$ cat src/hdl/round_robin_slot_pool_macros.svh
// Assertion macros shared by the slot pool RTL.
`ifndef ROUND_ROBIN_SLOT_POOL_MACROS_SVH
`define ROUND_ROBIN_SLOT_POOL_MACROS_SVH

// Same-cycle implication, clocked on clk_i, off while rst_ni is low.
`define RRSP_ASSERT_NOW(label, ante, cons, msg) \
  label: assert property (@(posedge clk_i) disable iff (!rst_ni) (ante) |-> (cons)) \
    else $error(msg);

// Next-cycle implication, clocked on clk_i, off while rst_ni is low.
`define RRSP_ASSERT_NEXT(label, ante, cons, msg) \
  label: assert property (@(posedge clk_i) disable iff (!rst_ni) (ante) |=> (cons)) \
    else $error(msg);

`endif

$ cat src/hdl/rrsp_pkg.sv
// Shared types and constants of the round robin slot pool.
`timescale 1ns / 1ps
`default_nettype none
package rrsp_pkg;

  localparam int CMD_W     = 2;
  localparam int SLOT_ID_W = 4;
  localparam int LEN_W     = 12;

  // Largest length the length field can carry
  localparam logic [LEN_W-1:0] LEN_FIELD_MAX = {LEN_W{1'b1}};

  typedef enum logic [CMD_W-1:0] {
    CMD_ACQ_WR  = 2'd0,
    CMD_COMMIT  = 2'd1,
    CMD_ACQ_RD  = 2'd2,
    CMD_RELEASE = 2'd3
  } cmd_e;

  // Status of one scan step
  typedef struct packed {
    logic hit;   // a matching slot lies in this step's window
    logic last;  // this window reaches the end of the pool
  } scan_stat_t;

endpackage
`default_nettype wire

$ cat src/hdl/rrsp_ram.sv
// Generic single-write, single-read RAM with registered read data.
`timescale 1ns / 1ps
`default_nettype none
module rrsp_ram #(
  parameter int WIDTH = 12,
  parameter int DEPTH = 16
) (
  input  logic                     clk_i,
  input  logic                     wr_en_i,
  input  logic [$clog2(DEPTH)-1:0] wr_addr_i,
  input  logic [WIDTH-1:0]         wr_data_i,
  input  logic                     rd_en_i,
  input  logic [$clog2(DEPTH)-1:0] rd_addr_i,
  output logic [WIDTH-1:0]         rd_data_o
);

  logic [WIDTH-1:0] mem_q [DEPTH];
  logic [WIDTH-1:0] rd_data_q;

  // Write port
  always_ff @(posedge clk_i) begin
    if (wr_en_i) begin
      mem_q[wr_addr_i] <= wr_data_i;
    end
  end

  // Read port, data holds until the next read
  always_ff @(posedge clk_i) begin
    if (rd_en_i) begin
      rd_data_q <= mem_q[rd_addr_i];
    end
  end

  assign rd_data_o = rd_data_q;

endmodule
`default_nettype wire

$ cat src/hdl/rrsp_scan.sv
// Round robin scan step: looks at a window of up to eight slots per cycle.
`timescale 1ns / 1ps
`default_nettype none
module rrsp_scan #(
  parameter int SLOT_COUNT = 16
) (
  input  logic [SLOT_COUNT-1:0]              busy_i,
  input  logic [SLOT_COUNT-1:0]              nz_i,
  input  logic                               want_data_i,
  input  logic [$clog2(SLOT_COUNT)-1:0]      base_i,
  input  logic [$clog2(SLOT_COUNT+1)-1:0]    exam_i,
  output rrsp_pkg::scan_stat_t               stat_o,
  output logic [$clog2(SLOT_COUNT)-1:0]      idx_o,
  output logic [$clog2(SLOT_COUNT)-1:0]      next_base_o,
  output logic [$clog2(SLOT_COUNT+1)-1:0]    next_exam_o
);
  import rrsp_pkg::*;

  localparam int IW    = $clog2(SLOT_COUNT);
  localparam int CW    = $clog2(SLOT_COUNT + 1);
  localparam int LANES = (SLOT_COUNT < 8) ? SLOT_COUNT : 8;
  localparam logic [IW:0] SC = (IW + 1)'(SLOT_COUNT);

  logic [IW-1:0]    cand [LANES];
  logic [LANES-1:0] lane_hit;

  // Slot of each lane, wrapped around the pool
  always_comb begin
    logic [IW:0] sum;
    for (int k = 0; k < LANES; k++) begin
      sum = {1'b0, base_i} + (IW + 1)'(k);
      if (sum >= SC) begin
        sum = sum - SC;
      end
      cand[k] = sum[IW-1:0];
      lane_hit[k] = ((32'(exam_i) + k) < SLOT_COUNT) &&
                    (want_data_i ? (busy_i[cand[k]] && nz_i[cand[k]])
                                 : !busy_i[cand[k]]);
    end
  end

  // Pick the first matching lane
  always_comb begin
    stat_o.hit = 1'b0;
    idx_o      = cand[0];
    for (int k = LANES - 1; k >= 0; k--) begin
      if (lane_hit[k]) begin
        stat_o.hit = 1'b1;
        idx_o      = cand[k];
      end
    end
    stat_o.last = (32'(exam_i) + LANES) >= SLOT_COUNT;
  end

  // Advance the window
  always_comb begin
    logic [IW:0] nsum;
    nsum = {1'b0, base_i} + (IW + 1)'(LANES);
    if (nsum >= SC) begin
      nsum = nsum - SC;
    end
    next_base_o = nsum[IW-1:0];
    next_exam_o = exam_i + CW'(LANES);
  end

endmodule
`default_nettype wire

$ cat src/hdl/round_robin_slot_pool.sv
// Top level of the round robin slot pool: command sequencer, flags and length memory.
//
//  channel | dir | handshake              | fields
//  in      | in  | in_valid_i / in_stall_o | command_i, slot_id_i, commit_length_i
//  out     | out | out_valid_o / out_stall_i | out_found_o, out_granted_slot_o,
//          |     |                        | out_slot_length_o
//
// Each word passes the idle and exec states; a release of a slot in the pool and an
// acquire-read that finds a slot add the read state for the registered length memory
// read, and an acquire moves the eight-slot scan window over the flag vectors in exec.
// Reset clears busy and nonzero-length flags and both pointers at once; no clearing pass.
// A finished word waits in the output register while the next word is accepted.
// One word is worked on at a time, so the length memory needs no forwarding.
`timescale 1ns / 1ps
`default_nettype none
module round_robin_slot_pool #(
  parameter int SLOT_COUNT = 16,
  parameter int SLOT_BYTES = 2048
) (
  input  logic                            clk_i,
  input  logic                            rst_ni,
  input  logic                            in_valid_i,
  output logic                            in_stall_o,
  input  logic [rrsp_pkg::CMD_W-1:0]      command_i,
  input  logic [rrsp_pkg::SLOT_ID_W-1:0]  slot_id_i,
  input  logic [rrsp_pkg::LEN_W-1:0]      commit_length_i,
  output logic                            out_valid_o,
  input  logic                            out_stall_i,
  output logic                            out_found_o,
  output logic [rrsp_pkg::SLOT_ID_W-1:0]  out_granted_slot_o,
  output logic [rrsp_pkg::LEN_W-1:0]      out_slot_length_o
);
  import rrsp_pkg::*;

  localparam int IW = $clog2(SLOT_COUNT);
  localparam int CW = $clog2(SLOT_COUNT + 1);
  localparam logic [LEN_W-1:0] LEN_CAP =
    (SLOT_BYTES < int'(LEN_FIELD_MAX)) ? LEN_W'(SLOT_BYTES) : LEN_FIELD_MAX;

  localparam logic [1:0] ST_IDLE = 2'd0;
  localparam logic [1:0] ST_EXEC = 2'd1;
  localparam logic [1:0] ST_READ = 2'd2;

  logic [1:0]            state_q, state_d;
  logic [SLOT_COUNT-1:0] busy_q, busy_d;
  logic [SLOT_COUNT-1:0] nz_q, nz_d;
  logic [IW-1:0]         fill_ptr_q, fill_ptr_d;
  logic [IW-1:0]         drain_ptr_q, drain_ptr_d;
  logic                  out_valid_q, out_valid_d;

  cmd_e                  cmd_q, cmd_d;
  logic [SLOT_ID_W-1:0]  sid_q, sid_d;
  logic [LEN_W-1:0]      len_q, len_d;
  logic [IW-1:0]         base_q, base_d;
  logic [CW-1:0]         exam_q, exam_d;
  logic [IW-1:0]         slot_q, slot_d;

  logic                  out_found_q, out_found_d;
  logic [SLOT_ID_W-1:0]  out_slot_q, out_slot_d;
  logic [LEN_W-1:0]      out_len_q, out_len_d;
  logic                  res_load;

  scan_stat_t            scan_stat;
  logic [IW-1:0]         scan_idx, scan_next_base, idx_inc;
  logic [CW-1:0]         scan_next_exam;

  logic                  ram_wr_en, ram_rd_en;
  logic [IW-1:0]         ram_rd_addr;
  logic [LEN_W-1:0]      ram_rd_data;

  logic                  out_free, sid_ok, wr_grant;
  logic [IW-1:0]         sid_idx;
  logic [LEN_W-1:0]      sat_len;

  rrsp_scan #(
    .SLOT_COUNT(SLOT_COUNT)
  ) u_scan (
    .busy_i      (busy_q),
    .nz_i        (nz_q),
    .want_data_i (cmd_q == CMD_ACQ_RD),
    .base_i      (base_q),
    .exam_i      (exam_q),
    .stat_o      (scan_stat),
    .idx_o       (scan_idx),
    .next_base_o (scan_next_base),
    .next_exam_o (scan_next_exam)
  );

  rrsp_ram #(
    .WIDTH(LEN_W),
    .DEPTH(SLOT_COUNT)
  ) u_len_ram (
    .clk_i     (clk_i),
    .wr_en_i   (ram_wr_en),
    .wr_addr_i (sid_idx),
    .wr_data_i (sat_len),
    .rd_en_i   (ram_rd_en),
    .rd_addr_i (ram_rd_addr),
    .rd_data_o (ram_rd_data)
  );

  // Helper terms
  assign out_free = !out_valid_q || !out_stall_i;
  assign sid_ok   = 32'(sid_q) < SLOT_COUNT;
  assign sid_idx  = IW'(sid_q);
  assign sat_len  = (len_q > LEN_CAP) ? LEN_CAP : len_q;
  assign idx_inc  = (scan_idx == IW'(SLOT_COUNT - 1)) ? '0 : scan_idx + 1'b1;
  assign wr_grant = (state_q == ST_EXEC) && (cmd_q == CMD_ACQ_WR) && scan_stat.hit && out_free;

  // Command sequencer
  always_comb begin
    state_d     = state_q;
    busy_d      = busy_q;
    nz_d        = nz_q;
    fill_ptr_d  = fill_ptr_q;
    drain_ptr_d = drain_ptr_q;
    cmd_d       = cmd_q;
    sid_d       = sid_q;
    len_d       = len_q;
    base_d      = base_q;
    exam_d      = exam_q;
    slot_d      = slot_q;
    ram_wr_en   = 1'b0;
    ram_rd_en   = 1'b0;
    ram_rd_addr = sid_idx;
    res_load    = 1'b0;
    out_found_d = 1'b0;
    out_slot_d  = '0;
    out_len_d   = '0;

    case (state_q)
      ST_IDLE: begin
        if (in_valid_i) begin
          cmd_d   = cmd_e'(command_i);
          sid_d   = slot_id_i;
          len_d   = commit_length_i;
          base_d  = (cmd_e'(command_i) == CMD_ACQ_RD) ? drain_ptr_q : fill_ptr_q;
          exam_d  = '0;
          state_d = ST_EXEC;
        end
      end

      ST_EXEC: begin
        if (cmd_q == CMD_ACQ_WR || cmd_q == CMD_ACQ_RD) begin
          if (scan_stat.hit) begin
            if (cmd_q == CMD_ACQ_WR) begin
              // claim the free slot, its length reads as zero from now on
              if (wr_grant) begin
                busy_d[scan_idx] = 1'b1;
                nz_d[scan_idx]   = 1'b0;
                fill_ptr_d       = idx_inc;
                res_load         = 1'b1;
                out_found_d      = 1'b1;
                out_slot_d       = SLOT_ID_W'(scan_idx);
                state_d          = ST_IDLE;
              end
            end else begin
              // fetch the stored length of the ready slot
              drain_ptr_d = idx_inc;
              ram_rd_en   = 1'b1;
              ram_rd_addr = scan_idx;
              slot_d      = scan_idx;
              state_d     = ST_READ;
            end
          end else if (scan_stat.last) begin
            if (out_free) begin
              res_load = 1'b1;
              state_d  = ST_IDLE;
            end
          end else begin
            base_d = scan_next_base;
            exam_d = scan_next_exam;
          end
        end else if (!sid_ok) begin
          // slot beyond the pool: drop the command
          if (out_free) begin
            res_load   = 1'b1;
            out_slot_d = sid_q;
            state_d    = ST_IDLE;
          end
        end else if (cmd_q == CMD_COMMIT) begin
          if (out_free) begin
            ram_wr_en     = 1'b1;
            nz_d[sid_idx] = (sat_len != '0);
            res_load      = 1'b1;
            out_found_d   = 1'b1;
            out_slot_d    = sid_q;
            out_len_d     = sat_len;
            state_d       = ST_IDLE;
          end
        end else begin
          // release: free the slot, then report its stored length
          busy_d[sid_idx] = 1'b0;
          ram_rd_en       = 1'b1;
          slot_d          = sid_idx;
          state_d         = ST_READ;
        end
      end

      ST_READ: begin
        if (out_free) begin
          res_load    = 1'b1;
          out_found_d = 1'b1;
          out_slot_d  = SLOT_ID_W'(slot_q);
          out_len_d   = nz_q[slot_q] ? ram_rd_data : '0;
          state_d     = ST_IDLE;
        end
      end

      default: begin
        state_d = ST_IDLE;
      end
    endcase
  end

  // Output register valid
  always_comb begin
    out_valid_d = out_valid_q;
    if (res_load) begin
      out_valid_d = 1'b1;
    end else if (!out_stall_i) begin
      out_valid_d = 1'b0;
    end
  end

  // Control state
  always_ff @(posedge clk_i or negedge rst_ni) begin
    if (!rst_ni) begin
      state_q     <= ST_IDLE;
      busy_q      <= '0;
      nz_q        <= '0;
      fill_ptr_q  <= '0;
      drain_ptr_q <= '0;
      out_valid_q <= 1'b0;
    end else begin
      state_q     <= state_d;
      busy_q      <= busy_d;
      nz_q        <= nz_d;
      fill_ptr_q  <= fill_ptr_d;
      drain_ptr_q <= drain_ptr_d;
      out_valid_q <= out_valid_d;
    end
  end

  // Payload registers
  always_ff @(posedge clk_i) begin
    cmd_q  <= cmd_d;
    sid_q  <= sid_d;
    len_q  <= len_d;
    base_q <= base_d;
    exam_q <= exam_d;
    slot_q <= slot_d;
    if (res_load) begin
      out_found_q <= out_found_d;
      out_slot_q  <= out_slot_d;
      out_len_q   <= out_len_d;
    end
  end

  assign in_stall_o         = (state_q != ST_IDLE);
  assign out_valid_o        = out_valid_q;
  assign out_found_o        = out_found_q;
  assign out_granted_slot_o = out_slot_q;
  assign out_slot_length_o  = out_len_q;

`include "round_robin_slot_pool_macros.svh"

  `RRSP_ASSERT_NEXT(a_grant_marks_busy, wr_grant, busy_q[$past(scan_idx)], "granted slot not busy")
  `RRSP_ASSERT_NOW(a_scan_in_pool, state_q == ST_EXEC, 32'(exam_q) < SLOT_COUNT, "scan ran past pool")
  `RRSP_ASSERT_NOW(a_ptrs_in_pool, 1'b1, (32'(fill_ptr_q) < SLOT_COUNT) && (32'(drain_ptr_q) < SLOT_COUNT), "pointer out of pool")

endmodule
`default_nettype wire
$ cat config.mk
export PLATFORM = sky130hd
export DESIGN_NAME = round_robin_slot_pool
export DESIGN_NICKNAME = d
export VERILOG_FILES = /design/src/hdl/rrsp_pkg.sv /design/src/hdl/rrsp_ram.sv /design/src/hdl/rrsp_scan.sv /design/src/hdl/round_robin_slot_pool.sv
export VERILOG_INCLUDE_DIRS = /design/src /design/src/hdl
export SDC_FILE = /design/constraint.sdc
export NUM_CORES = 1
export LEC_CHECK = 0
export ABC_AREA = 1
export BUFFER_PORTS_ARGS = -buffer_cell sky130_fd_sc_hd__buf_4
export CORE_MARGIN = 8
export CORE_UTILIZATION = 28
export CTS_BUF_LIST = sky130_fd_sc_hd__clkbuf_8
export CTS_CLUSTER_DIAMETER = 200
export DETAILED_ROUTE_END_ITERATION = 8
export PLACE_DENSITY = 0.43
export SLEW_MARGIN = 10
export SYNTH_ARGS = -nofsm -noshare
export SYNTH_HDL_FRONTEND = slang
export SYNTH_SLANG_ARGS = --single-unit
export TNS_END_PERCENT = 100
$ cat constraint.sdc
create_clock -name clk_i -period 8.28 [get_ports clk_i]
set_clock_uncertainty 0.15 [all_clocks]
set_input_delay 1.656 -clock clk_i [delete_from_list [all_inputs] [get_ports clk_i]]
set_output_delay 1.656 -clock clk_i [all_outputs]
set_load 0.03 [all_outputs]
==> flow_results.xml, run 1 <==
<?xml version="1.0" encoding="UTF-8"?>
<metrics>
  <group name="run_status">
    <metric name="outcome" unit="">finished clean</metric>
  </group>
  <group name="synth">
    <metric name="post_synth_instance_area" unit="um2">15600</metric>
    <metric name="synth_common_cells" unit="">sky130_fd_sc_hd__nand2_1 (535), sky130_fd_sc_hd__nand3_1 (366), sky130_fd_sc_hd__edfxtp_1 (249)</metric>
    <metric name="mappedNetlistNets" unit="">1846</metric>
    <metric name="asyncSetResetFlopFracSynth" unit="%">14.7</metric>
    <metric name="synthTopCellsByArea" unit="">sky130_fd_sc_hd__edfxtp_1 (48%), sky130_fd_sc_hd__nand2_1 (13%), sky130_fd_sc_hd__nand3_1 (12%)</metric>
    <metric name="synth_seq_cells" unit="">292</metric>
    <metric name="seq_area_frac_synth" unit="%">54.8</metric>
    <metric name="post_synth.cell_area_avg" unit="um2">8.66</metric>
    <metric name="yosysMostFrequentCell" unit="">sky130_fd_sc_hd__nand2_1</metric>
    <metric name="yosys_warnings" unit="">0</metric>
    <metric name="synth_enable_flop_cells" unit="">249</metric>
    <metric name="synth_top_flop_cell" unit="">sky130_fd_sc_hd__edfxtp_1</metric>
    <metric name="netlist.area_leader.share" unit="%">47.9</metric>
    <metric name="synth_top_area_cell" unit="">sky130_fd_sc_hd__edfxtp_1</metric>
    <metric name="synth_cell_type_count" unit="">41</metric>
    <metric name="synthesis.instances" unit="">1803</metric>
  </group>
  <group name="sta">
    <metric name="rsz0062_at_grt" unit="">no</metric>
    <metric name="finalWorstPathRequiredPeriod" unit="ps">5750</metric>
    <metric name="maxClockFrequency" unit="MHz">174</metric>
    <metric name="fin_max_slew_vios" unit="">0</metric>
    <metric name="maxSlewHeadroom" unit="%">28.4</metric>
    <metric name="finalCritPeriodShare" unit="%">69.4</metric>
    <metric name="hold_viol_final" unit="">0</metric>
    <metric name="fin_setup_tns" unit="ps">0</metric>
    <metric name="worstMarginPinSlew" unit="ps">1070</metric>
    <metric name="finalSetupViolations" unit="">0</metric>
  </group>
  <group name="power">
    <metric name="p_seq_share" unit="%">30.1</metric>
    <metric name="power_switching_share" unit="%">49.4</metric>
    <metric name="power.ir.vdd_worst" unit="mV">0.200</metric>
    <metric name="clockPowerShare" unit="%">18.9</metric>
    <metric name="power-per-cell-area" unit="nW/um2">387</metric>
    <metric name="net-switching-power" unit="mW">3.39</metric>
    <metric name="internal_power" unit="mW">3.47</metric>
    <metric name="logic_pwr_share" unit="%">51.0</metric>
    <metric name="power_leakage" unit="nW">7.47</metric>
  </group>
  <group name="route">
    <metric name="route.detailed.vias_per_inst" unit="">4.85</metric>
    <metric name="totalWireLength" unit="um">53100</metric>
    <metric name="drt-initial-drc-count" unit="">1073</metric>
    <metric name="final_antenna_net_count" unit="">0</metric>
    <metric name="drt_pass1_iterations" unit="">5</metric>
    <metric name="wl_per_cell" unit="um">20.1</metric>
    <metric name="vias" unit="">12800</metric>
    <metric name="route.detailed.drc" unit="">0</metric>
  </group>
  <group name="clock_network">
    <metric name="cts-htree-levels" unit="">2</metric>
    <metric name="clk-insertion-delay-late" unit="ps">640</metric>
    <metric name="number_of_setup_buffers_added_after_cts" unit="">0</metric>
    <metric name="clk_path_buf_depth" unit="">3</metric>
    <metric name="post_cts.resized_instances" unit="">0</metric>
    <metric name="cts_sinks" unit="">292</metric>
    <metric name="cts-hold-fix-buffers" unit="">0</metric>
    <metric name="clock-root-buffer" unit="">sky130_fd_sc_hd__clkbuf_8</metric>
    <metric name="cts_inserted_buffers" unit="">52</metric>
    <metric name="tritoncts" unit="">yes</metric>
    <metric name="cts.clk_slew.worst_paths" unit="ps">60</metric>
  </group>
  <group name="finish">
    <metric name="synthToLayoutAreaGrowth" unit="%">13.7</metric>
    <metric name="final_layout_size_suffix_gt1_share" unit="%">10.5</metric>
    <metric name="fin_nets" unit="">1896</metric>
    <metric name="finish.instance_area" unit="um2">17700</metric>
  </group>
  <group name="job">
    <metric name="timing.max_cap.violations" unit="">0</metric>
  </group>
  <group name="floorplanning">
    <metric name="area_enclosed_by_the_die_boundary" unit="um2">63500</metric>
    <metric name="chipHeight" unit="um">252</metric>
    <metric name="number_of_ports_placed_on_the_die_boundary" unit="">41</metric>
    <metric name="fp-row-count" unit="">86</metric>
    <metric name="design.core.area" unit="um2">55100</metric>
    <metric name="initial_utilization" unit="%">28.3</metric>
    <metric name="dieWidth" unit="um">252</metric>
  </group>
  <group name="setup_path">
    <metric name="worstSetupStartpointType" unit="">flop</metric>
    <metric name="worstReg2RegEnd" unit="">u_len_ram.rd_data_o[9]</metric>
    <metric name="crit_end_element" unit="">flop</metric>
    <metric name="r2r_setup_slack" unit="ps">2530</metric>
    <metric name="timing.critical_path.from" unit="">base_q[1]</metric>
    <metric name="setup.worst_path.class" unit="">flop to flop</metric>
    <metric name="crit_arrival" unit="ps">6100</metric>
    <metric name="cp_max_fo" unit="">48</metric>
    <metric name="critPathRequiredTime" unit="ps">8630</metric>
    <metric name="worstRegToRegCells" unit="">24</metric>
    <metric name="critical_path.reg2reg.startpoint" unit="">base_q[1]</metric>
  </group>
  <group name="worst_hold_path">
    <metric name="holdPathStages" unit="">2</metric>
    <metric name="min_from" unit="">drain_ptr_q[1]</metric>
    <metric name="timing.hold.worst_endpoint" unit="">drain_ptr_q[1]</metric>
    <metric name="worst_min_delay_path_category" unit="">flop to flop</metric>
  </group>
  <group name="global_route">
    <metric name="grt_antenna_before_repair" unit="">1</metric>
    <metric name="grt_pass1_wl" unit="um">79900</metric>
    <metric name="groute.usage.overall" unit="%">16.5</metric>
    <metric name="maximum_number_of_pins_on_one_net_before_global_route_repair" unit="">60</metric>
    <metric name="via_count_of_the_first_global_routing_pass" unit="">12500</metric>
    <metric name="grt_overflow_total" unit="">0</metric>
  </group>
  <group name="placed_design">
    <metric name="gpl.final_weighted_congestion" unit="">0.908</metric>
    <metric name="place.port_buffers" unit="">40</metric>
    <metric name="dp.final_hpwl" unit="um">35800</metric>
    <metric name="placement.cell_area" unit="um2">16800</metric>
  </group>
</metrics>
-- layout make-up --
class                      count  area, um2
fill                        5854      37300
sequential                   292       8550
multi-input combinational   1248       5980
tap                          748        936
clock buffer                  52        716
inverter                     176        678
timing repair buffer          83        623
clock inverter                45        259
antenna                        1       2.50
-- critical path: stages (launching register included) --
cell	delay (ps)
sky130_fd_sc_hd__edfxtp_1	320
sky130_fd_sc_hd__buf_4	290
sky130_fd_sc_hd__inv_2	260
sky130_fd_sc_hd__ha_1	810
sky130_fd_sc_hd__inv_4	220
sky130_fd_sc_hd__nand3_1	190
sky130_fd_sc_hd__nand3_1	90
sky130_fd_sc_hd__nand3_1	70
sky130_fd_sc_hd__nand2_1	70
sky130_fd_sc_hd__nand2_1	90
sky130_fd_sc_hd__nand3_1	240
sky130_fd_sc_hd__nand2_1	160
sky130_fd_sc_hd__nor2_1	80
sky130_fd_sc_hd__nand2_4	100
sky130_fd_sc_hd__inv_4	60
sky130_fd_sc_hd__nor2_8	190
sky130_fd_sc_hd__nand3_4	460
sky130_fd_sc_hd__nand2_4	670
sky130_fd_sc_hd__buf_4	420
sky130_fd_sc_hd__nand2_1	100
sky130_fd_sc_hd__nand2_1	70
sky130_fd_sc_hd__nand2_1	50
sky130_fd_sc_hd__nand3_1	110
sky130_fd_sc_hd__nand3_1	170
sky130_fd_sc_hd__nand2_1	90
-- cell families after synthesis --
| family | Yosys count | synth area share [%] |
|---|---|---|
| adders and majority gates | 21 | 1.68 |
| DFF | 292 | 54.8 |
| and+or+nand+nor | 1067 | 30.1 |
| AOI/OAI and AO/OA | 158 | 5.68 |
| xor gates and xnor gates | 2 | 0.112 |
| buffers and inverters | 263 | 7.57 |
-- per-layer routing --
layer | track usage (%) | routed length, um | part of all wire [%]
met3 | 2.80 | 3070 | 5.8
met5 | 0 | 0 | 0
met2 | 25.6 | 23600 | 44
met1 | 23.1 | 24900 | 47
met4 | 5.52 | 1580 | 3.0
-- sequential cells by signal (all words and copies together) (netlist names), 2 cells and up --
| register | flops |
|---|---|
| u_len_ram.mem_q | 192 |
| busy_q | 16 |
| nz_q | 16 |
| len_q | 12 |
| out_slot_length_o | 12 |
| u_len_ram.rd_data_o | 12 |
| base_q | 4 |
| drain_ptr_q | 4 |
| fill_ptr_q | 4 |
| out_granted_slot_o | 4 |
| sid_idx | 4 |
| slot_q | 4 |
| cmd_q | 2 |
| exam_q | 2 |
| state_q | 2 |
-- power groups by stage --
stage,Sequential [mW],Combinational (mW),Clock (mW)
detailed placement,2.10,3.49,0
CTS,2.07,3.51,1.34
global route,2.09,3.92,1.39
floorplan,2.01,2.47,0
finish,2.07,3.50,1.29
global placement,2.09,3.51,0
-- cell usage in the layout, fill, tap and decap left out, drive strengths merged --
cell type  instances
a21oi             44
clkinvlp           2
nand3            367
o21ai             76
nor3              21
o221ai             1
dfrtp             43
nand3b            25
ha                21
a311o              1
edfxtp           249
nor4               2
o22ai              5
clkinv            26
a211oi             1
nand2            547
diode              1
o31ai              1
nor2             100
or2                1
inv              191
a31oi              1
nand4              4
xor2               2
buf               83
bufinv             2
o211ai            19
a21boi             9
clkbuf            52
-- worst max path at each step --
stage	endpoint	cells past startpoint
6_report	u_len_ram.rd_data_o[9]	24
5_1_grt	u_len_ram.rd_data_o[9]	24
4_1_cts	u_len_ram.rd_data_o[9]	24
3_5_place_dp	u_len_ram.rd_data_o[6]	25
3_3_place_gp	u_len_ram.rd_data_o[11]	26
2_1_floorplan	out_found_o	18
-- per-stage QoR --
stage | setup WS (ps) | power [mW] | std cells | util (%) | hold slack [ps]
after CTS | 2550 | 6.92 | 2644 | 32.2 | 324
after detailed placement | 2540 | 5.59 | 2547 | 30.4 | 309
final | 2530 | 6.86 | 2645 | 32.2 | 323
after global placement | 2530 | 5.60 | 2547 | 30.4 | 308
after global routing | 2050 | 7.40 | 2645 | 32.2 | 362
after floorplan | 4260 | 4.49 | 1803 | - | 287
(Power assumes the default switching activity.)
==> run 2: changes to the inputs <==
--- a/config.mk
+++ b/config.mk
@@ -13,7 +13,7 @@
 export CTS_BUF_LIST = sky130_fd_sc_hd__clkbuf_8
 export CTS_CLUSTER_DIAMETER = 200
 export DETAILED_ROUTE_END_ITERATION = 8
-export PLACE_DENSITY = 0.43
+export PLACE_DENSITY = 0.45
 export SLEW_MARGIN = 10
 export SYNTH_ARGS = -nofsm -noshare
 export SYNTH_HDL_FRONTEND = slang
==> constraint.sdc (replaced) <==
create_clock -name clk_i -period 4.85 [get_ports clk_i]
set_clock_uncertainty 0.15 [all_clocks]
set_input_delay 0.97 -clock clk_i [delete_from_list [all_inputs] [get_ports clk_i]]
set_output_delay 0.97 -clock clk_i [all_outputs]
set_load 0.03 [all_outputs]
==> flow_results.xml, run 2 (synthesis gave the netlist of run 1 again) <==
<?xml version="1.0" encoding="UTF-8"?>
<metrics>
  <group name="setup_path">
    <metric name="cell_by_cell_listing_of_the_critical_path" unit="">inv_2 &gt; nor2_1 &gt; nand3_1 &gt; nand4_1 &gt; nand2_1 &gt; nand2_1 &gt; nand3_1 &gt; nand2_1 &gt; nor2_1 &gt; nand2_4 &gt; inv_4 &gt; nor2_8 &gt; inv_4 &gt; nand2_4 &gt; nand2_4 &gt; buf_12 &gt; nand2_1 &gt; nand2_1 &gt; nand2_1 &gt; nand3_1 &gt; nand3_1 &gt; nand2_1</metric>
    <metric name="worstRegToRegCells" unit="">22</metric>
    <metric name="setup.worst_path.class" unit="">flop to flop</metric>
    <metric name="cp_max_fo" unit="">36</metric>
    <metric name="cp_bufs_invs" unit="">4</metric>
    <metric name="crit_cells" unit="">22</metric>
    <metric name="critical_path.slowest_cell" unit="">sky130_fd_sc_hd__edfxtp_1</metric>
    <metric name="crit_path_frequent_cell" unit="">sky130_fd_sc_hd__nand2_1</metric>
    <metric name="worst_path_dominant_cell_family" unit="">simple AND/OR/NAND/NOR gates</metric>
    <metric name="crit_arrival" unit="ps">4660</metric>
    <metric name="crit_end_element" unit="">flop</metric>
    <metric name="worstSetupStartpointType" unit="">flop</metric>
    <metric name="critPathRequiredTime" unit="ps">5040</metric>
    <metric name="slowest_delay" unit="ps">660</metric>
  </group>
  <group name="power">
    <metric name="power-per-cell-area" unit="nW/um2">673</metric>
    <metric name="power.ir.vdd_worst" unit="mV">0.255</metric>
    <metric name="power_leakage" unit="nW">7.62</metric>
  </group>
  <group name="placed_design">
    <metric name="placement.cell_area" unit="um2">17000</metric>
    <metric name="post_place_setup_slack" unit="ps">448</metric>
    <metric name="place.port_buffers" unit="">40</metric>
    <metric name="gpl.final_weighted_congestion" unit="">0.903</metric>
    <metric name="dp.final_hpwl" unit="um">37100</metric>
  </group>
  <group name="floorplanning">
    <metric name="number_of_ports_placed_on_the_die_boundary" unit="">41</metric>
    <metric name="initial_utilization" unit="%">28.3</metric>
    <metric name="area_enclosed_by_the_die_boundary" unit="um2">63500</metric>
    <metric name="chipHeight" unit="um">252</metric>
    <metric name="design.core.area" unit="um2">55100</metric>
    <metric name="dieWidth" unit="um">252</metric>
    <metric name="fp-row-count" unit="">86</metric>
  </group>
  <group name="global_route">
    <metric name="met2_layer_usage_reported_by_global_route" unit="%">26.9</metric>
    <metric name="groute.usage.overall" unit="%">17.1</metric>
    <metric name="global_route.usage.met3" unit="%">3.10</metric>
    <metric name="via_count_of_the_first_global_routing_pass" unit="">12700</metric>
    <metric name="grt_overflow_total" unit="">0</metric>
    <metric name="busiest_layer" unit="">met2</metric>
    <metric name="maximum_number_of_pins_on_one_net_before_global_route_repair" unit="">97</metric>
    <metric name="grt_pass1_wl" unit="um">82200</metric>
    <metric name="grt_antenna_before_repair" unit="">2</metric>
    <metric name="grtUsageMet1" unit="%">23.5</metric>
  </group>
  <group name="route">
    <metric name="drt-initial-drc-count" unit="">1372</metric>
    <metric name="totalWireLength" unit="um">55200</metric>
    <metric name="final_antenna_net_count" unit="">0</metric>
    <metric name="wl_per_cell" unit="um">20.7</metric>
    <metric name="route.detailed.vias_per_inst" unit="">4.94</metric>
    <metric name="drt_pass1_iterations" unit="">5</metric>
    <metric name="route.detailed.drc" unit="">0</metric>
    <metric name="vias" unit="">13200</metric>
  </group>
  <group name="finish">
    <metric name="synthToLayoutAreaGrowth" unit="%">15.1</metric>
    <metric name="finish.instance_area" unit="um2">18000</metric>
    <metric name="largest_register_ff_count" unit="">192</metric>
    <metric name="fillers" unit="">5883</metric>
    <metric name="fin_nets" unit="">1917</metric>
    <metric name="largest_register" unit="">u_len_ram.mem_q</metric>
    <metric name="final_layout_size_suffix_gt1_share" unit="%">11.3</metric>
    <metric name="final_common_cell" unit="">sky130_fd_sc_hd__nand2_1</metric>
    <metric name="final_cell_mix" unit="">sky130_fd_sc_hd__nand2_1 (534), sky130_fd_sc_hd__nand3_1 (366), sky130_fd_sc_hd__edfxtp_1 (249)</metric>
    <metric name="top_regs" unit="">u_len_ram.mem_q: 192 flops, busy_q: 16 flops, nz_q: 16 flops</metric>
  </group>
  <group name="sta">
    <metric name="maxClockFrequency" unit="MHz">224</metric>
    <metric name="rsz0062_at_grt" unit="">no</metric>
    <metric name="maxSlewHeadroom" unit="%">35.7</metric>
    <metric name="hold_viol_final" unit="">0</metric>
    <metric name="fin_max_slew_vios" unit="">0</metric>
    <metric name="worst_setup_slack_after_layout" unit="ps">381</metric>
    <metric name="finalSetupViolations" unit="">0</metric>
    <metric name="finalCritPeriodShare" unit="%">92.1</metric>
    <metric name="worstMarginPinSlew" unit="ps">960</metric>
    <metric name="fin_worst_hold_slack" unit="ps">218</metric>
    <metric name="finalWorstPathRequiredPeriod" unit="ps">4470</metric>
    <metric name="fin_setup_tns" unit="ps">0</metric>
  </group>
  <group name="clock_network">
    <metric name="post_cts.resized_instances" unit="">0</metric>
    <metric name="number_of_setup_buffers_added_after_cts" unit="">0</metric>
    <metric name="tritoncts" unit="">yes</metric>
    <metric name="clock-root-buffer" unit="">sky130_fd_sc_hd__clkbuf_8</metric>
    <metric name="cts_sinks" unit="">292</metric>
    <metric name="cts-hold-fix-buffers" unit="">0</metric>
    <metric name="cts.clk_slew.worst_paths" unit="ps">60</metric>
    <metric name="clk_path_buf_depth" unit="">3</metric>
    <metric name="cts_inserted_buffers" unit="">53</metric>
    <metric name="cts-htree-levels" unit="">2</metric>
    <metric name="clk-insertion-delay-late" unit="ps">620</metric>
  </group>
  <group name="run_status">
    <metric name="outcome" unit="">finished clean</metric>
  </group>
  <group name="worst_hold_path">
    <metric name="worst_min_delay_path_category" unit="">input pin to asynchronous set/reset pin</metric>
  </group>
  <group name="job">
    <metric name="timing.max_cap.violations" unit="">0</metric>
  </group>
</metrics>
==> run 2: cell types whose count changed in the layout (fill, tap and decap cells not counted), moves of 2 or more <==
| cell | before | now |
|---|---|---|
| sky130_fd_sc_hd__buf_12 | 0 | 7 |
| sky130_fd_sc_hd__buf_4 | 83 | 96 |
| sky130_fd_sc_hd__clkbuf_8 | 52 | 56 |
| sky130_fd_sc_hd__clkinv_1 | 18 | 15 |
| sky130_fd_sc_hd__clkinv_2 | 8 | 6 |
| sky130_fd_sc_hd__inv_1 | 177 | 184 |
==> run 2: stage by stage <==
stage	util, %	power, mW	cells
global placement	30.8	9.93	2567
detailed placement	30.8	9.89	2567
floorplan	-	7.66	1803
global route	32.6	13.0	2666
CTS	32.6	12.1	2666
finish	32.6	12.1	2667
==> run 2: cell type report <==
class | count | area (um2) | area share, %
repair buffers | 103 | 861 | 4.79
multi-input cells | 1248 | 5960 | 33.2
well taps | 748 | 936 | 5.21
diodes | 1 | 2.50 | 0.0139
clock buffers | 56 | 771 | 4.29
inverters | 176 | 678 | 3.78
clock inverters | 43 | 199 | 1.11
flip-flops and latches | 292 | 8550 | 47.6
==> run 2: path summary, 6_finish.rpt <==
path	startpoint	end	slack [ps]
setup / recovery	base_q[3]	u_len_ram.rd_data_o[8]	380
hold / removal	rst_ni	nz_q[9]	220
setup reg to reg	base_q[3]	u_len_ram.rd_data_o[8]	380
hold reg to reg	drain_ptr_q[1]	drain_ptr_q[1]	350
max in group asynchronous	rst_ni	drain_ptr_q[2]	3920
min in group clk_i	drain_ptr_q[1]	drain_ptr_q[1]	350
==> run 2: worst register-to-register path, delay by kind of cell, from the launching register on <==
kind | cells | cell delay, ps
DFF | 1 | 660
buffers and inverters | 4 | 660
and+or+nand+nor | 18 | 2740
==> run 2: where the power goes <==
| group | leakage [nW] | internal [mW] | switching [mW] |
|---|---|---|---|
| clock network | 0.578 | 1.11 | 1.05 |
| logic | 4.24 | 1.82 | 4.59 |
| registers | 2.81 | 3.18 | 0.338 |
==> run 2: layer usage <==
layer  share of wire, %  vias up
li1                   -     6233
met5              0.024        -
met4                2.9        2
met3                6.8       93
met1                 45     6404
met2                 45      455
==> run 3: changes to the inputs <==
--- a/config.mk
+++ b/config.mk
@@ -6,7 +6,6 @@
 export SDC_FILE = /design/constraint.sdc
 export NUM_CORES = 1
 export LEC_CHECK = 0
-export ABC_AREA = 1
 export BUFFER_PORTS_ARGS = -buffer_cell sky130_fd_sc_hd__buf_4
 export CORE_MARGIN = 8
 export CORE_UTILIZATION = 28
==> flow_results.xml, run 3 <==
<?xml version="1.0" encoding="UTF-8"?>
<metrics>
  <group name="run_status">
    <metric name="outcome" unit="">finished with violations</metric>
    <metric name="violations" unit="">negative setup slack</metric>
  </group>
  <group name="power">
    <metric name="net-switching-power" unit="mW">5.90</metric>
    <metric name="clockPowerShare" unit="%">14.1</metric>
    <metric name="p_seq_share" unit="%">25.7</metric>
    <metric name="internal_power" unit="mW">8.04</metric>
    <metric name="power_leakage" unit="nW">6.65</metric>
    <metric name="post-layout-total-power" unit="mW">13.9</metric>
    <metric name="power.ir.vdd_worst" unit="mV">0.346</metric>
    <metric name="power-per-cell-area" unit="nW/um2">774</metric>
    <metric name="power_switching_share" unit="%">42.3</metric>
    <metric name="logic_pwr_share" unit="%">60.2</metric>
  </group>
  <group name="synth">
    <metric name="mappedNetlistNets" unit="">1163</metric>
    <metric name="synthesis.instances" unit="">1120</metric>
    <metric name="synth_top_area_cell" unit="">sky130_fd_sc_hd__edfxtp_1</metric>
    <metric name="synth_cell_type_count" unit="">79</metric>
    <metric name="seq_area_frac_synth" unit="%">58.0</metric>
    <metric name="yosys_warnings" unit="">0</metric>
    <metric name="post_synth_instance_area" unit="um2">14800</metric>
    <metric name="yosysMostFrequentCell" unit="">sky130_fd_sc_hd__edfxtp_1</metric>
    <metric name="synthTopCellsByArea" unit="">sky130_fd_sc_hd__edfxtp_1 (51%), sky130_fd_sc_hd__dfrtp_1 (7.3%), sky130_fd_sc_hd__mux4_2 (6.4%)</metric>
    <metric name="synth_top_flop_cell" unit="">sky130_fd_sc_hd__edfxtp_1</metric>
    <metric name="netlist.area_leader.share" unit="%">50.7</metric>
    <metric name="synth_enable_flop_cells" unit="">249</metric>
    <metric name="asyncSetResetFlopFracSynth" unit="%">14.7</metric>
    <metric name="synth_common_cells" unit="">sky130_fd_sc_hd__edfxtp_1 (249), sky130_fd_sc_hd__nand2_1 (114), sky130_fd_sc_hd__mux2i_1 (93)</metric>
    <metric name="post_synth.cell_area_avg" unit="um2">13.2</metric>
    <metric name="synth_seq_cells" unit="">292</metric>
  </group>
  <group name="sta">
    <metric name="hold_viol_final" unit="">0</metric>
    <metric name="fin_max_slew_vios" unit="">0</metric>
    <metric name="finalCritPeriodShare" unit="%">101</metric>
    <metric name="worst_setup_slack_after_layout" unit="ps">-31.3</metric>
    <metric name="fin_worst_hold_slack" unit="ps">193</metric>
    <metric name="rsz0062_at_grt" unit="">yes</metric>
    <metric name="maxClockFrequency" unit="MHz">205</metric>
    <metric name="maxSlewHeadroom" unit="%">19.7</metric>
    <metric name="finalWorstPathRequiredPeriod" unit="ps">4880</metric>
    <metric name="finalSetupViolations" unit="">2</metric>
    <metric name="worstMarginPinSlew" unit="ps">1200</metric>
  </group>
  <group name="setup_path">
    <metric name="worst_path_dominant_cell_family" unit="">multiplexers</metric>
    <metric name="cp_max_fo" unit="">11</metric>
    <metric name="worstRegToRegCells" unit="">16</metric>
    <metric name="cp_bufs_invs" unit="">4</metric>
    <metric name="critical_path.reg2reg.startpoint" unit="">base_q[1]</metric>
    <metric name="crit_end_element" unit="">flop</metric>
    <metric name="critPathRequiredTime" unit="ps">5060</metric>
    <metric name="crit_arrival" unit="ps">5100</metric>
    <metric name="critical_path.slowest_cell" unit="">sky130_fd_sc_hd__mux4_2</metric>
    <metric name="worstSetupStartpointType" unit="">flop</metric>
    <metric name="cell_by_cell_listing_of_the_critical_path" unit="">inv_6 &gt; ha_4 &gt; buf_12 &gt; mux4_2 &gt; mux4_2 &gt; nand3_2 &gt; nand3_2 &gt; or3_4 &gt; o32a_4 &gt; mux2_8 &gt; buf_12 &gt; mux2i_2 &gt; buf_4 &gt; nand2_1 &gt; a32o_2 &gt; a311o_1</metric>
    <metric name="slowest_delay" unit="ps">540</metric>
    <metric name="setup.worst_path.class" unit="">flop to flop</metric>
    <metric name="timing.critical_path.from" unit="">base_q[1]</metric>
    <metric name="crit_cells" unit="">16</metric>
  </group>
  <group name="floorplanning">
    <metric name="dieWidth" unit="um">246</metric>
    <metric name="number_of_ports_placed_on_the_die_boundary" unit="">41</metric>
    <metric name="fp-row-count" unit="">84</metric>
    <metric name="initial_utilization" unit="%">28.2</metric>
    <metric name="design.core.area" unit="um2">52300</metric>
    <metric name="area_enclosed_by_the_die_boundary" unit="um2">60300</metric>
    <metric name="chipHeight" unit="um">246</metric>
  </group>
  <group name="global_route">
    <metric name="grt_pass1_wl" unit="um">64700</metric>
    <metric name="groute.usage.overall" unit="%">13.9</metric>
    <metric name="grt_overflow_total" unit="">0</metric>
    <metric name="grt_antenna_before_repair" unit="">0</metric>
    <metric name="via_count_of_the_first_global_routing_pass" unit="">10300</metric>
    <metric name="maximum_number_of_pins_on_one_net_before_global_route_repair" unit="">44</metric>
  </group>
  <group name="route">
    <metric name="route.detailed.drc" unit="">0</metric>
    <metric name="route.detailed.vias_per_inst" unit="">4.96</metric>
    <metric name="m1WireLength" unit="um">18300</metric>
    <metric name="route.met3.wl" unit="um">1560</metric>
    <metric name="dr.max_layer_used" unit="">met4</metric>
    <metric name="vias" unit="">10100</metric>
    <metric name="wl_per_cell" unit="um">20.9</metric>
    <metric name="totalWireLength" unit="um">42600</metric>
    <metric name="length_of_routed_met2_wiring" unit="um">21400</metric>
    <metric name="drt-initial-drc-count" unit="">621</metric>
    <metric name="drt_pass1_iterations" unit="">5</metric>
    <metric name="final_antenna_net_count" unit="">0</metric>
  </group>
  <group name="finish">
    <metric name="final_cell_mix" unit="">sky130_fd_sc_hd__edfxtp_1 (249), sky130_fd_sc_hd__buf_4 (195), sky130_fd_sc_hd__nand2_1 (112)</metric>
    <metric name="finish.instance_area" unit="um2">18000</metric>
    <metric name="synthToLayoutAreaGrowth" unit="%">22.0</metric>
    <metric name="top_regs" unit="">u_len_ram.mem_q: 192 flops, busy_q: 16 flops, nz_q: 16 flops</metric>
    <metric name="fin_cells" unit="">2039</metric>
    <metric name="largest_register_ff_count" unit="">192</metric>
    <metric name="final_common_cell" unit="">sky130_fd_sc_hd__edfxtp_1</metric>
    <metric name="antenna_fix_cells" unit="">0</metric>
    <metric name="fin_nets" unit="">1357</metric>
    <metric name="final_layout_size_suffix_gt1_share" unit="%">28.8</metric>
    <metric name="largest_register" unit="">u_len_ram.mem_q</metric>
  </group>
  <group name="placed_design">
    <metric name="gpl.final_weighted_congestion" unit="">0.884</metric>
    <metric name="place.port_buffers" unit="">40</metric>
    <metric name="placement.cell_area" unit="um2">16800</metric>
    <metric name="post_place_setup_slack" unit="ps">-267</metric>
    <metric name="dp.final_hpwl" unit="um">30300</metric>
    <metric name="numPlacedInstances" unit="">1935</metric>
  </group>
  <group name="clock_network">
    <metric name="cts.clk_slew.worst_paths" unit="ps">60</metric>
    <metric name="tritoncts" unit="">yes</metric>
    <metric name="clock-root-buffer" unit="">sky130_fd_sc_hd__clkbuf_8</metric>
    <metric name="cts-hold-fix-buffers" unit="">0</metric>
    <metric name="cts_sinks" unit="">292</metric>
    <metric name="cts_inserted_buffers" unit="">49</metric>
    <metric name="cts-htree-levels" unit="">2</metric>
    <metric name="clk-insertion-delay-late" unit="ps">620</metric>
    <metric name="clk_path_buf_depth" unit="">3</metric>
  </group>
  <group name="worst_hold_path">
    <metric name="worst_min_delay_path_category" unit="">input pin to asynchronous set/reset pin</metric>
  </group>
  <group name="job">
    <metric name="timing.max_cap.violations" unit="">0</metric>
  </group>
</metrics>
-- run 3: cell families after synthesis --
kind of cell | Yosys count | share of synthesized area, %
AOI/OAI and AO/OA | 237 | 11.6
xor gates and xnor gates | 13 | 0.823
muxes | 163 | 15.1
buffers and inverters | 98 | 3.50
and+or+nand+nor | 296 | 9.20
adders and majority gates | 21 | 1.78
DFF | 292 | 58.0
-- run 3: final cells by class --
class / instances / area (um2)
Clock inverter: 39 / 174
Tap cell: 688 / 861
Fill cell: 5228 / 34300
Sequential cell: 292 / 8550
Multi-Input combinational cell: 730 / 5890
Inverter: 31 / 125
Timing Repair Buffer: 210 / 1720
Clock buffer: 49 / 674
-- run 3: through the flow --
stage / util, % / setup TNS (ps)
5_1_grt: 34.4 / -1380
4_1_cts: 34.0 / 0
3_5_place_dp: 32.1 / -2250
3_3_place_gp: 32.1 / -2300
2_1_floorplan: - / -422
6_report: 34.4 / -31.6
-- run 3: worst reg2reg max path, cell delays in order, from the launching register on --
cell                       delay [ps]
sky130_fd_sc_hd__edfxtp_1         460
sky130_fd_sc_hd__inv_6             70
sky130_fd_sc_hd__ha_4             330
sky130_fd_sc_hd__buf_12           120
sky130_fd_sc_hd__mux4_2           520
sky130_fd_sc_hd__mux4_2           540
sky130_fd_sc_hd__nand3_2          120
sky130_fd_sc_hd__nand3_2          100
sky130_fd_sc_hd__or3_4            350
sky130_fd_sc_hd__o32a_4           400
sky130_fd_sc_hd__mux2_8           360
sky130_fd_sc_hd__buf_12           170
sky130_fd_sc_hd__mux2i_2          180
sky130_fd_sc_hd__buf_4            130
sky130_fd_sc_hd__nand2_1           60
sky130_fd_sc_hd__a32o_2           300
sky130_fd_sc_hd__a311o_1          270
-- run 3: power by group through the flow --
stage	sequential, mW	clock (mW)	combinational [mW]
floorplan	3.50	0	4.84
finish	3.59	1.96	8.39
CTS	3.59	2.03	8.16
global placement	3.63	0	7.96
global route	3.63	2.14	9.03
detailed placement	3.64	0	7.95
-- run 3: what timing repair did --
action | CTS | global route
endpoints found under the setup margin | 12 | 17
gates resized for setup | 16 | 30
cloned | 0 | 0
setup buffers | 5 | 11
pin swaps | 4 | 11
-- run 3: final timing paths --
kind | end | slack [ps]
max in group asynchronous | busy_q[4] | 3920
min in group clk_i | fill_ptr_q[1] | 330
max reg2reg | u_len_ram.rd_data_o[0] | -30
max | u_len_ram.rd_data_o[0] | -30
min | state_q[1] | 190
min reg2reg | fill_ptr_q[1] | 330
-- run 3: per-layer routing --
layer	GRT usage, %	vias up
met5	0	-
met4	5.44	0
met3	2.20	94
met2	23.8	226
met1	17.4	5077
li1	-	4712
